File: src/hdl/pgcoa_pkg.sv
package pgcoa_pkg;

    // Register indexes of the configuration port
    typedef enum logic [1:0] {
        REG_GRAY_EN    = 2'd0,
        REG_GAIN       = 2'd1,
        REG_OFFSET     = 2'd2,
        REG_ALPHA_SCL  = 2'd3
    } reg_idx_t;

    localparam int CFG_DATA_W = 17;

    localparam logic [11:0]        UNITY_GAIN    = 12'd256;
    localparam logic signed [16:0] BYPASS_OFFSET = 17'sd65;
    localparam logic               GRAY_EN_RST   = 1'b0;
    localparam logic signed [16:0] OFFSET_RST    = 17'sd0;
    localparam logic [7:0]         ALPHA_SCL_RST = 8'd255;

    // One RGBA pixel, red in the lowest byte
    typedef struct packed {
        logic [7:0] alpha;
        logic [7:0] blue;
        logic [7:0] green;
        logic [7:0] red;
    } pixel_t;

    // Register file as seen by the pipeline
    typedef struct packed {
        logic              gray_en;
        logic [11:0]       gain;
        logic signed [16:0] offset;
        logic [7:0]        alpha_scl;
    } cfg_t;

    // Word between the multiply stage and the clamp stage
    typedef struct packed {
        logic signed [20:0] prod_r;
        logic signed [20:0] prod_g;
        logic signed [20:0] prod_b;
        logic [15:0]        alpha_prod;
        logic               bypass;
        pixel_t             pix;
    } mul_word_t;

    // Weighted gray: (11r + 16g + 5b) >> 5
    function automatic logic [7:0] gray_of(input logic [7:0] r, input logic [7:0] g,
                                           input logic [7:0] b);
        logic [12:0] sum;
        sum = 13'({5'b0, r}) * 13'd11 + {1'b0, g, 4'b0} + 13'({5'b0, b}) * 13'd5;
        return sum[12:5];
    endfunction

    // (c - 128) * gain, fits in 21 signed bits
    function automatic logic signed [20:0] chan_mul(input logic [7:0] c,
                                                    input logic [11:0] gain);
        logic signed [21:0] d;
        logic signed [21:0] gs;
        logic signed [21:0] prod;
        d    = signed'({14'b0, c}) - 22'sd128;
        gs   = signed'({10'b0, gain});
        prod = d * gs;
        return prod[20:0];
    endfunction

    // Add midpoint and offset, scale down by 256, clamp to 0..255
    function automatic logic [7:0] chan_clamp(input logic signed [20:0] prod,
                                              input logic signed [16:0] offset);
        logic signed [22:0] t;
        logic [7:0]         res;
        t = 23'(prod) + 23'sd32768 + 23'(offset);
        if (t[22])
            res = 8'd0;
        else if (|t[21:16])
            res = 8'd255;
        else
            res = t[15:8];
        return res;
    endfunction

    // Exact x / 255 for a 16-bit product
    function automatic logic [7:0] div255(input logic [15:0] x);
        logic [16:0] s;
        s = {1'b0, x} + 17'd1 + {9'b0, x[15:8]};
        return s[15:8];
    endfunction

endpackage

File: src/hdl/pgcoa_gray.sv
module pgcoa_gray (
    input  logic              clk,
    input  logic              rst_n,
    input  logic              in_valid,
    output logic              in_ready,
    input  pgcoa_pkg::pixel_t in_pix,
    input  logic              gray_en,
    output logic              out_valid,
    input  logic              out_ready,
    output pgcoa_pkg::pixel_t out_pix
);

    logic              valid_reg;
    logic              valid_next;
    pgcoa_pkg::pixel_t pix_reg;
    pgcoa_pkg::pixel_t pix_next;
    logic [7:0]        gray;

    // Take a word when empty or when the word held moves on
    assign in_ready = !valid_reg || out_ready;

    assign gray = pgcoa_pkg::gray_of(in_pix.red, in_pix.green, in_pix.blue);

    // When gray_en is set, replace color channels by gray; keep alpha
    always_comb
    begin
        pix_next = in_pix;
        if (gray_en)
        begin
            pix_next.red   = gray;
            pix_next.green = gray;
            pix_next.blue  = gray;
        end
    end

    assign valid_next = in_ready ? in_valid : valid_reg;

    always_ff @(posedge clk or negedge rst_n)
    begin
        if (!rst_n)
            valid_reg <= 1'b0;
        else
            valid_reg <= valid_next;
    end

    always_ff @(posedge clk)
    begin
        if (in_ready)
            pix_reg <= pix_next;
    end

    assign out_valid = valid_reg;
    assign out_pix   = pix_reg;

endmodule

File: src/hdl/pgcoa_mul.sv
module pgcoa_mul (
    input  logic                 clk,
    input  logic                 rst_n,
    input  logic                 in_valid,
    output logic                 in_ready,
    input  pgcoa_pkg::pixel_t    in_pix,
    input  pgcoa_pkg::cfg_t      cfg,
    output logic                 out_valid,
    input  logic                 out_ready,
    output pgcoa_pkg::mul_word_t out_word
);

    logic                 valid_reg;
    logic                 valid_next;
    pgcoa_pkg::mul_word_t word_reg;
    pgcoa_pkg::mul_word_t word_next;

    assign in_ready = !valid_reg || out_ready;

    // Contrast products, opacity product and the pass-through decision
    always_comb
    begin
        word_next.prod_r     = pgcoa_pkg::chan_mul(in_pix.red, cfg.gain);
        word_next.prod_g     = pgcoa_pkg::chan_mul(in_pix.green, cfg.gain);
        word_next.prod_b     = pgcoa_pkg::chan_mul(in_pix.blue, cfg.gain);
        word_next.alpha_prod = 16'(in_pix.alpha) * 16'(cfg.alpha_scl);
        word_next.bypass     = (cfg.gain == pgcoa_pkg::UNITY_GAIN)
                            && (cfg.offset >= -pgcoa_pkg::BYPASS_OFFSET)
                            && (cfg.offset <= pgcoa_pkg::BYPASS_OFFSET);
        word_next.pix        = in_pix;
    end

    assign valid_next = in_ready ? in_valid : valid_reg;

    always_ff @(posedge clk or negedge rst_n)
    begin
        if (!rst_n)
            valid_reg <= 1'b0;
        else
            valid_reg <= valid_next;
    end

    always_ff @(posedge clk)
    begin
        if (in_ready)
            word_reg <= word_next;
    end

    assign out_valid = valid_reg;
    assign out_word  = word_reg;

endmodule

File: src/hdl/pgcoa_clamp.sv
module pgcoa_clamp (
    input  logic                 clk,
    input  logic                 rst_n,
    input  logic                 in_valid,
    output logic                 in_ready,
    input  pgcoa_pkg::mul_word_t in_word,
    input  logic signed [16:0]   offset,
    output logic                 out_valid,
    input  logic                 out_ready,
    output pgcoa_pkg::pixel_t    out_pix
);

    logic              valid_reg;
    logic              valid_next;
    pgcoa_pkg::pixel_t pix_reg;
    pgcoa_pkg::pixel_t pix_next;

    assign in_ready = !valid_reg || out_ready;

    // Add offset and clamp, or pass colors through; divide alpha by 255
    always_comb
    begin
        if (in_word.bypass)
        begin
            pix_next.red   = in_word.pix.red;
            pix_next.green = in_word.pix.green;
            pix_next.blue  = in_word.pix.blue;
        end
        else
        begin
            pix_next.red   = pgcoa_pkg::chan_clamp(in_word.prod_r, offset);
            pix_next.green = pgcoa_pkg::chan_clamp(in_word.prod_g, offset);
            pix_next.blue  = pgcoa_pkg::chan_clamp(in_word.prod_b, offset);
        end
        pix_next.alpha = pgcoa_pkg::div255(in_word.alpha_prod);
    end

    assign valid_next = in_ready ? in_valid : valid_reg;

    always_ff @(posedge clk or negedge rst_n)
    begin
        if (!rst_n)
            valid_reg <= 1'b0;
        else
            valid_reg <= valid_next;
    end

    always_ff @(posedge clk)
    begin
        if (in_ready)
            pix_reg <= pix_next;
    end

    assign out_valid = valid_reg;
    assign out_pix   = pix_reg;

endmodule

File: src/hdl/pixel_gray_contrast_opacity_adjust_core.sv
// Pixel adjuster: takes one RGBA pixel per clock and returns it with optional weighted
// gray conversion, contrast and brightness applied to the color channels (clamped to
// 0..255) and alpha scaled by the opacity register. The pipeline has three register
// stages (gray, multiply, clamp and divide by 255), and one pixel per cycle is sustained
// while the output side is ready. Each stage takes a new word whenever it is empty or
// its word moves on, so a stall on the output fills up to three stages before
// s_axis_tready falls. Configuration writes act at once and are meant to be made while
// the pipeline is empty.
module pixel_gray_contrast_opacity_adjust_core (
    input  logic        clk,
    input  logic        rst_n,
    // Input pixel stream
    input  logic        s_axis_tvalid,
    output logic        s_axis_tready,
    input  logic [31:0] s_axis_tdata,   // red_in, green_in, blue_in, alpha_in
    // Output pixel stream
    output logic        m_axis_tvalid,
    input  logic        m_axis_tready,
    output logic [31:0] m_axis_tdata,   // red_out, green_out, blue_out, alpha_out
    // Configuration write port
    input  logic        cfg_wr_en,
    input  logic [1:0]  cfg_addr,
    input  logic [16:0] cfg_wdata
);

    logic                 gray_en_reg;
    logic [11:0]          gain_reg;
    logic signed [16:0]   offset_reg;
    logic [7:0]           alpha_scl_reg;
    pgcoa_pkg::cfg_t      cfg;

    pgcoa_pkg::pixel_t    in_pix;
    logic                 s1_valid;
    logic                 s1_ready;
    pgcoa_pkg::pixel_t    s1_pix;
    logic                 s2_valid;
    logic                 s2_ready;
    pgcoa_pkg::mul_word_t s2_word;
    pgcoa_pkg::pixel_t    out_pix;

    // Write configuration registers
    always_ff @(posedge clk or negedge rst_n)
    begin
        if (!rst_n)
        begin
            gray_en_reg   <= pgcoa_pkg::GRAY_EN_RST;
            gain_reg      <= pgcoa_pkg::UNITY_GAIN;
            offset_reg    <= pgcoa_pkg::OFFSET_RST;
            alpha_scl_reg <= pgcoa_pkg::ALPHA_SCL_RST;
        end
        else if (cfg_wr_en)
        begin
            case (pgcoa_pkg::reg_idx_t'(cfg_addr))
                pgcoa_pkg::REG_GRAY_EN:   gray_en_reg   <= cfg_wdata[0];
                pgcoa_pkg::REG_GAIN:      gain_reg      <= cfg_wdata[11:0];
                pgcoa_pkg::REG_OFFSET:    offset_reg    <= signed'(cfg_wdata);
                pgcoa_pkg::REG_ALPHA_SCL: alpha_scl_reg <= cfg_wdata[7:0];
                default:                  gain_reg      <= gain_reg;
            endcase
        end
    end

    assign cfg = '{gray_en:   gray_en_reg,
                   gain:      gain_reg,
                   offset:    offset_reg,
                   alpha_scl: alpha_scl_reg};

    assign in_pix = pgcoa_pkg::pixel_t'(s_axis_tdata);

    pgcoa_gray u_gray (
        .clk       (clk),
        .rst_n     (rst_n),
        .in_valid  (s_axis_tvalid),
        .in_ready  (s_axis_tready),
        .in_pix    (in_pix),
        .gray_en   (cfg.gray_en),
        .out_valid (s1_valid),
        .out_ready (s1_ready),
        .out_pix   (s1_pix)
    );

    pgcoa_mul u_mul (
        .clk       (clk),
        .rst_n     (rst_n),
        .in_valid  (s1_valid),
        .in_ready  (s1_ready),
        .in_pix    (s1_pix),
        .cfg       (cfg),
        .out_valid (s2_valid),
        .out_ready (s2_ready),
        .out_word  (s2_word)
    );

    pgcoa_clamp u_clamp (
        .clk       (clk),
        .rst_n     (rst_n),
        .in_valid  (s2_valid),
        .in_ready  (s2_ready),
        .in_word   (s2_word),
        .offset    (cfg.offset),
        .out_valid (m_axis_tvalid),
        .out_ready (m_axis_tready),
        .out_pix   (out_pix)
    );

    assign m_axis_tdata = 32'(out_pix);

endmodule

File: config.mk
export PLATFORM = sky130hd
export DESIGN_NAME = pixel_gray_contrast_opacity_adjust_core
export DESIGN_NICKNAME = d
export VERILOG_FILES = /design/src/hdl/pgcoa_pkg.sv /design/src/hdl/pgcoa_gray.sv /design/src/hdl/pgcoa_mul.sv /design/src/hdl/pgcoa_clamp.sv /design/src/hdl/pixel_gray_contrast_opacity_adjust_core.sv
export SDC_FILE = /design/constraint.sdc
export NUM_CORES = 1
export LEC_CHECK = 0
export BUFFER_PORTS_ARGS = -buffer_cell sky130_fd_sc_hd__buf_2
export CAP_MARGIN = 30
export CELL_PAD_IN_SITES_DETAIL_PLACEMENT = 1
export CELL_PAD_IN_SITES_GLOBAL_PLACEMENT = 2
export CORE_ASPECT_RATIO = 1.4
export CORE_MARGIN = 1
export CORE_UTILIZATION = 45
export CTS_BUF_LIST = sky130_fd_sc_hd__clkbuf_2
export DETAILED_ROUTE_END_ITERATION = 10
export GPL_TIMING_DRIVEN = 0
export PLACE_DENSITY = 0.9
export RECOVER_POWER = 25
export SYNTH_ARGS = -nofsm -noshare
export SYNTH_HDL_FRONTEND = slang
export SYNTH_HIERARCHICAL = 1
export SYNTH_SLANG_ARGS = --single-unit
export TNS_END_PERCENT = 1
File: constraint.sdc
create_clock -name clk -period 12.5 [get_ports clk]
set_clock_uncertainty 0.1 [all_clocks]
set_input_delay 0 -clock clk [delete_from_list [all_inputs] [get_ports clk]]
set_output_delay 0 -clock clk [all_outputs]
set_load 0.1 [all_outputs]
==> results of run 1 <==
==> cell type report <==
cell class	instances	area (µm²)	area share, %
Multi-Input combinational cell	1852	17700	61.5
Antenna cell	2	5.00	0.0174
Clock buffer	87	435	1.51
Timing Repair Buffer	222	1810	6.30
Inverter	373	1400	4.87
Sequential cell	209	6080	21.2
Clock inverter	12	90.1	0.313
Tap cell	728	911	3.17
Buffer	82	332	1.15
==> final timing paths <==
| check | from | to | slack, ns | depth (start not counted) |
|---|---|---|---|---|
| max | gain_reg[8]$_DFFE_PN1P_ | u_mul/out_word[68]$_DFFE_PP_ | 5.70 | 18 |
| min reg2reg | u_mul/out_valid$_DFFE_PN0P_ | u_clamp/out_valid$_DFFE_PN0P_ | 0.39 | 1 |
| max reg2reg | gain_reg[8]$_DFFE_PN1P_ | u_mul/out_word[68]$_DFFE_PP_ | 5.70 | 18 |
| min in group asynchronous | rst_n | alpha_scl_reg[6]$_DFFE_PN1P_ | 0.40 | 3 |
| max in group asynchronous | rst_n | u_gray/out_valid$_DFFE_PN0P_ | 10.04 | 4 |
| min | s_axis_tdata[29] | u_gray/out_pix[29]$_DFFE_PP_ | 0.15 | 3 |
==> routing by layer <==
layer / global-route usage (%) / wire length, µm / share of wire [%]
met5: 0 / 12 / 0.016
met4: 17.1 / 5220 / 6.8
met3: 3.15 / 2600 / 3.4
met2: 52.1 / 40900 / 53
met1: 28.7 / 28400 / 37
==> worst max-delay path, cell delays in order, from the launching register on <==
cell	delay, ns
dfstp_2	0.55
clkbuf_1	0.70
clkbuf_1	0.59
nand2_1	0.18
fa_1	0.57
inv_1	0.06
fa_1	0.48
fa_1	0.50
fa_1	0.49
inv_1	0.05
fa_1	0.47
inv_1	0.04
ha_1	0.32
nand2_1	0.10
o21ai_0	0.24
a21oi_1	0.15
o32ai_1	0.49
a221oi_1	0.17
xnor2_1	0.27
==> repair_timing <==
action                    CTS  global route
resized for setup           0             0
buffers inserted            0             0
hold buffers              128             0
hold endpoints to repair  145             0
==> through the flow <==
stage               area [µm²]  instances  utilization, %
global placement         26800       3333            48.2
detailed placement       27000       3338            48.5
CTS                      28800       3565            51.7
floorplan                25500       2516               -
finish                   28700       3567            51.7
global route             28700       3567            51.7
==> run metrics, run 1 <==
run status finished, violations left; failing checks capacitance limit, slew limit; Mapped Cells 2516; initial antenna violation count 4; PortBufs 89; DPL Wire Length 60200 µm; largest net degree at the start of global routing 61; kind of critical path reg2reg; minimum clock period after layout ~6.8 ns; total gr overflow 0; WP data arrival between 7 and 8 ns; FMAX ~150 MHz; final setup TNS 0 ns; final hold slack between 0.1 and 0.15 ns; max reg flops ~100; Worst Tran Pin Value 1.84 ns; first-iteration detailed-routing DRC count 831; Crit path required time 13.14 ns; H-tree depth 2; vias per cell 5.57; number of global-route vias before repair about 23000; clock-pin slew on the worst setup and hold paths 0.13 ns; routed vias just under 20000; final hold violation count 0; global-route wire length before repair 123000 µm; io pins 90; MaxCap Viol Count 1; die width 203 µm; CTS root buffer clkbuf_2; Slew Viols, Final 33; crit end category register; Final Setup Violations 0; setup slack at placement between 5 and 6 ns; commonest non-fill, non-tap cell in the layout inv_1; crit path setup slack, layout ~5.7 ns; Die H 284 µm; final WL 77200 µm; most frequent cells in the layout inv_1 (373), ha_1 (365), fa_1 (274); min-delay worst type in2reg; row count 102; routability cong. 0.926; P&R area growth vs syn 12.8%; CTS tree yes; Filler cells 6289; unrepaired setup endpoints after global routing false; Num Clock Sinks about 210; die area roughly 58000 µm²; Core Region around 56000 µm²; Post-DRT Antenna Nets 0; share of cells above drive strength 1 10.8%; CTS Buffer Depth 3; gr usage total 27.6%; Cell Area, Synth 25500 µm²; Slew headroom -22.8%; CP startpoint kind register; Avg Cell Area, Syn 10.1 µm²; DRT Pass-1 Iters 5; synth warn 6; wire length per cell 21.6 µm; Starting Density between 40% and 50%; crit share post-route a little over half; Clk Latency, worst-skew pair 1.01 ns; syn nets 3211; total CTS buffers 53; Nets 3488; Max FO, Critical Path 10; DR DRC count 0
Power of run 1 is left out: the tool's default activity adds up to more than one toggle a clock period on the data nets, which glitch-free logic cannot reach.
==> inputs of run 2 (changes only) <==
Settings changed: CORE_UTILIZATION 45 to 39, PLACE_DENSITY 0.9 to 0.83.
Clock period 12.5 ns to 5.5 ns, I/O delays scaled along.
==> run metrics, run 2 (same netlist as run 1, synthesis figures left out) <==
clock-pin slew on the worst setup and hold paths 0.12 ns (was 0.13 ns); gr usage total 24.1% (was 27.6%); DRT Pass-1 Iters 5 (unchanged); row count 110 (was 102); Slew headroom -55.5% (was -22.8%); vias per cell 5.33 (was 5.57); crit share post-route 99.7% (was 54.4%); DR DRC count 0 (unchanged); PortBufs 89 (unchanged); max reg flops 104 (unchanged); number of global-route vias before repair 22300 (was 23000); failing checks capacitance limit, slew limit (unchanged); die area 66400 µm² (was 57600 µm²); share of cells above drive strength 1 14.0% (was 10.8%); hold path start cfg_wdata[11] (was s_axis_tdata[29]); R2R cell count 16 (was 18); CTS Buffer Depth 3 (unchanged); RR Endpoint u_mul/out_word[69]$_DFFE_PP_ (was u_mul/out_word[68]$_DFFE_PP_); worst hold path depth 4 (was 3); final hold violation count 0 (unchanged); total CTS buffers 54 (was 53); Final Setup Violations 0 (unchanged); kind of critical path reg2reg (unchanged); first-iteration detailed-routing DRC count 648 (was 831); initial antenna violation count 4 (unchanged); Crit path required time 6.13 ns (was 13.14 ns); wire length per cell 21.0 µm (was 21.6 µm); routed vias 19900 (about the same); commonest non-fill, non-tap cell in the layout inv_1 (unchanged); r2r startpoint gain_reg[1]$_DFFE_PN0P_ (was gain_reg[8]$_DFFE_PN1P_); P&R area growth vs syn 16.6% (was 12.8%); most frequent cells in the layout inv_1 (373), ha_1 (360), fa_1 (274) (was inv_1 (373), ha_1 (365), fa_1 (274)); CTS root buffer clkbuf_2 (unchanged); Worst Setup SP gain_reg[1]$_DFFE_PN0P_ (was gain_reg[8]$_DFFE_PN1P_); Num Clock Sinks 209 (unchanged); area of the multi-input gates 17900 µm² (was 17700 µm²); Nets 3534 (was 3488); CTS tree yes (unchanged); minimum clock period after layout 5.48 ns (was 6.80 ns); io pins 90 (unchanged); final WL 78400 µm (was 77200 µm); CP startpoint kind register (unchanged); Filler cells 7280 (was 6289); R2R Setup Slk 0.02 ns (was 5.70 ns); total gr overflow 0 (unchanged); total area of sequential cells 6100 µm² (was 6080 µm²); Clk Latency, worst-skew pair 1.13 ns (was 1.01 ns); Starting Density 39.6% (was 45.8%); global-route wire length before repair 123000 µm (about the same); min-delay worst type in2reg (unchanged); run status finished, violations left (unchanged); Post-DRT Antenna Nets 0 (unchanged); die width 218 µm (was 203 µm); Core Region 64400 µm² (was 55600 µm²); Worst Tran Pin Value 2.33 ns (was 1.84 ns); crit end category register (unchanged); Slew Viols, Final 42 (was 33); DPL Wire Length 61500 µm (was 60200 µm); Hold Crit Endpoint offset_reg[11]$_DFFE_PN0P_ (was u_gray/out_pix[29]$_DFFE_PP_); WP data arrival 6.11 ns (was 7.44 ns); Max FO, Critical Path 11 (was 10); H-tree depth 2 (unchanged); routability cong. 0.928 (was 0.926); final core utilization 46.1% (was 51.7%); largest net degree at the start of global routing 60 (was 61); FMAX 182 MHz (was 147 MHz); Die H 304 µm (was 284 µm); MaxCap Viol Count 1 (unchanged)
[run 2: cell type report]
cell class	instances	share of cell area (%)
inverter	373	4.71
antenna	5	0.0421
sequential	209	20.6
buffer	69	1.47
multi-input combinational	1852	60.1
timing repair buffer	280	7.75
clock inverter	24	0.556
clock buffer	74	1.25
tap	840	3.54
[run 2: how the worst max path moves through the flow]
stage | endpoint | slack [ns] | depth (start not counted)
floorplan | u_gray/out_pix[0]$_DFFE_PP_ | 0.03 | 3
global placement | u_mul/out_word[87]$_DFFE_PP_ | -1.10 | 18
detailed placement | u_mul/out_word[68]$_DFFE_PP_ | -1.14 | 18
CTS | u_mul/out_word[68]$_DFFE_PP_ | -0.04 | 17
global route | u_mul/out_word[69]$_DFFE_PP_ | -0.03 | 17
finish | u_mul/out_word[69]$_DFFE_PP_ | 0.02 | 16
[run 2: metrics by stage]
step	TNS [ns]	instance area (µm²)	instances	hold slack, ns	setup slack (ns)
2_1_floorplan	0	25500	2516	-0.396	0.0255
3_3_place_gp	-36.39	27000	3445	0.0801	-1.10
3_5_place_dp	-23.48	27100	3451	0.0788	-1.14
4_1_cts	-0.0711	29500	3701	0.000344	-0.0398
5_1_grt	-0.0296	29700	3724	0.128	-0.0253
6_report	0	29700	3726	0.139	0.0192
[run 2: timing repair]
| action | in CTS | in global routing |
|---|---|---|
| buffers inserted | 13 | 22 |
| pin swaps | 5 | 12 |
| hold endpoints to repair | 145 | 0 |
| setup endpoints to repair | 39 | 15 |
| hold buffers | 150 | 0 |
| gates resized for setup | 89 | 53 |
[run 2: critical path, cell delays in order (launching register included)]
cell and delay (ns):
dfrtp_1 0.60, clkbuf_2 0.35, and2_1 0.24, fa_1 0.38, fa_1 0.49, inv_1 0.05, fa_1 0.53, inv_1 0.05
fa_1 0.46, ha_1 0.30, ha_1 0.37, a21oi_1 0.30, a211oi_2 0.13, nor2_1 0.22, nor2_2 0.09, a311oi_2 0.30
xnor2_1 0.13
[run 2: per-layer routing]
metal  track usage, %  up-vias  wire [µm]
met2             46.6      375      43100
met5                0        -         12
met3             2.65      185       2250
li1                 -     9127          -
met4             11.2        2       3790
met1             25.4    10200      29200
Power of run 2 is left out for the same reason.
==> inputs of run 3 (changes only) <==
--- a/config.mk
+++ b/config.mk
@@ -14,8 +14,10 @@
 export CORE_UTILIZATION = 39
 export CTS_BUF_LIST = sky130_fd_sc_hd__clkbuf_2
+export CTS_CLUSTER_SIZE = 25
 export DETAILED_ROUTE_END_ITERATION = 10
 export GPL_TIMING_DRIVEN = 0
 export PLACE_DENSITY = 0.83
 export RECOVER_POWER = 25
+export SKIP_CTS_REPAIR_TIMING = 1
 export SYNTH_ARGS = -nofsm -noshare
 export SYNTH_HDL_FRONTEND = slang
==> constraint.sdc (replaced) <==
create_clock -name clk -period 5.5 [get_ports clk]
set_clock_uncertainty 0.1 [all_clocks]
set_input_delay 0.55 -clock clk [delete_from_list [all_inputs] [get_ports clk]]
set_output_delay 0.55 -clock clk [all_outputs]
set_load 0.1 [all_outputs]
==> run metrics, run 3 (same netlist as run 1, synthesis figures left out) <==
most frequent cells in the layout inv_1 (373), ha_1 (361), fa_1 (273) (was inv_1 (373), ha_1 (360), fa_1 (274)); Max FO, Critical Path 8 (was 11); FMAX 183 MHz (was 182 MHz); final WL 76500 µm (was 78400 µm); total CTS buffers 52 (was 54); setup slack at placement -1.18 ns (was -1.14 ns); DPL Wire Length 60700 µm (was 61500 µm); CTS Buffer Depth 3 (unchanged); critical path's largest stage delay 0.74 ns (was 0.60 ns); DR DRC count 0 (unchanged); CP most frequent cell fa_1 (unchanged); die area 66400 µm² (unchanged); unrepaired setup endpoints after global routing true; min-delay worst type in2reg (unchanged); global-route wire length before repair 118000 µm (was 123000 µm); minimum clock period after layout 5.46 ns (was 5.48 ns); Slew Viols, Final 40 (was 42); failing checks capacitance limit, slew limit (unchanged); Core Region 64400 µm² (unchanged); MaxCap Viol Count 1 (unchanged); kind of critical path reg2reg (unchanged); PortBufs 89 (unchanged); gr usage total 23.1% (was 24.1%); number of global-route vias before repair 21600 (was 22300); WP data arrival 6.07 ns (was 6.11 ns); H-tree depth 2 (unchanged); vias per cell 5.30 (was 5.33); Starting Density 39.6% (unchanged); row count 110 (unchanged); Critical Path, Cell by Cell buf_8 > nand2_1 > fa_1 > inv_1 > fa_1 > fa_1 > fa_1 > inv_1 > fa_1 > inv_1 > ha_4 > nand2_1 > o21ai_2 > a21oi_2 > o32ai_4 > a221oi_2 > xnor2_1 (was clkbuf_2 > and2_1 > fa_1 > fa_1 > inv_1 > fa_1 > inv_1 > fa_1 > ha_1 > ha_1 > a21oi_1 > a211oi_2 > nor2_1 > nor2_2 > a311oi_2 > xnor2_1); Post-DRT Antenna Nets 0 (unchanged); Clk Latency, worst-skew pair 1.07 ns (was 1.13 ns); Nets 3459 (was 3534); Worst Tran Pin Value 2.20 ns (was 2.33 ns); crit share post-route 99.2% (was 99.7%); max reg flops 104 (unchanged); Die H 304 µm (unchanged); initial antenna violation count 3 (was 4); clock-pin slew on the worst setup and hold paths 0.11 ns (was 0.12 ns); share of cells above drive strength 1 14.7% (was 14.0%); Crit path required time 6.12 ns (was 6.13 ns); commonest non-fill, non-tap cell in the layout inv_1 (unchanged); total gr overflow 0 (unchanged); CP startpoint kind register (unchanged); die width 218 µm (unchanged); routability cong. 0.909 (was 0.928); largest net degree at the start of global routing 62 (was 60); slowest CP cell dfstp_4 (was dfrtp_1); first-iteration detailed-routing DRC count 711 (was 648); Final Setup Violations 0 (unchanged); io pins 90 (unchanged); CTS tree yes (unchanged); CTS root buffer clkbuf_2 (unchanged); wire length per cell 20.9 µm (was 21.0 µm); run status finished, violations left (unchanged); crit path setup slack, layout 0.0417 ns (was 0.0192 ns); DRT Pass-1 Iters 5 (unchanged); Slew headroom -46.4% (was -55.5%); crit end category register (unchanged); final hold violation count 0 (unchanged); Num Clock Sinks 209 (unchanged); P&R area growth vs syn 13.3% (was 16.6%); routed vias 19400 (was 19900)
==> run 3: final timing paths <==
path / from / endpoint / slack (ns) / depth (start not counted)
setup / recovery: gain_reg[8]$_DFFE_PN1P_ / u_mul/out_word[68]$_DFFE_PP_ / 0.04 / 17
hold / removal: s_axis_tdata[27] / u_gray/out_pix[27]$_DFFE_PP_ / 0.09 / 2
setup reg to reg: gain_reg[8]$_DFFE_PN1P_ / u_mul/out_word[68]$_DFFE_PP_ / 0.04 / 17
hold reg to reg: u_gray/out_valid$_DFFE_PN0P_ / u_mul/out_valid$_DFFE_PN0P_ / 0.43 / 1
max in group asynchronous: rst_n / gain_reg[9]$_DFFE_PN0P_ / 2.33 / 4
min in group asynchronous: rst_n / gain_reg[11]$_DFFE_PN0P_ / 0.35 / 3
==> run 3: layer usage <==
layer / share of wire (%) / vias up / track usage [%]
li1: - / 8987 / -
met1: 37 / 9872 / 24.5
met2: 55 / 337 / 44.7
met3: 3.0 / 157 / 2.50
met4: 4.6 / 2 / 10.4
met5: 0.017 / - / 0
==> run 3: per-stage QoR <==
step	TNS [ns]	hold slack, ns	area (µm²)	cells	util (%)
after global placement	-31.69	0.371	27000	3445	41.9
after detailed placement	-24.80	0.393	27100	3450	42.1
final	0	0.0860	28900	3650	44.8
after CTS	-29.53	-0.620	27600	3547	42.9
after floorplan	0	0.154	25500	2516	-
after global routing	-0.143	0.00391	28900	3650	44.8
==> run 3: critical path, delay by kind of cell (launching register included) <==
family / cells / cell delay (ns)
AOI/OAI and AO/OA: 4 / 0.82
xor gates and xnor gates: 1 / 0.14
adders and majority gates: 6 / 2.80
buffers and inverters: 4 / 0.33
DFF: 1 / 0.74
and+or+nand+nor: 2 / 0.18
==> run 3: area by class of cell <==
cell class	instances	area, µm²
clock buffers	80	400
well taps	840	1050
diodes	3	7.51
multi-input cells	1852	17900
flip-flops and latches	209	6100
repair buffers	207	1510
clock inverters	17	113
inverters	373	1400
plain buffers	69	418
fillers	7313	35500
Power of run 3 is left out for the same reason.
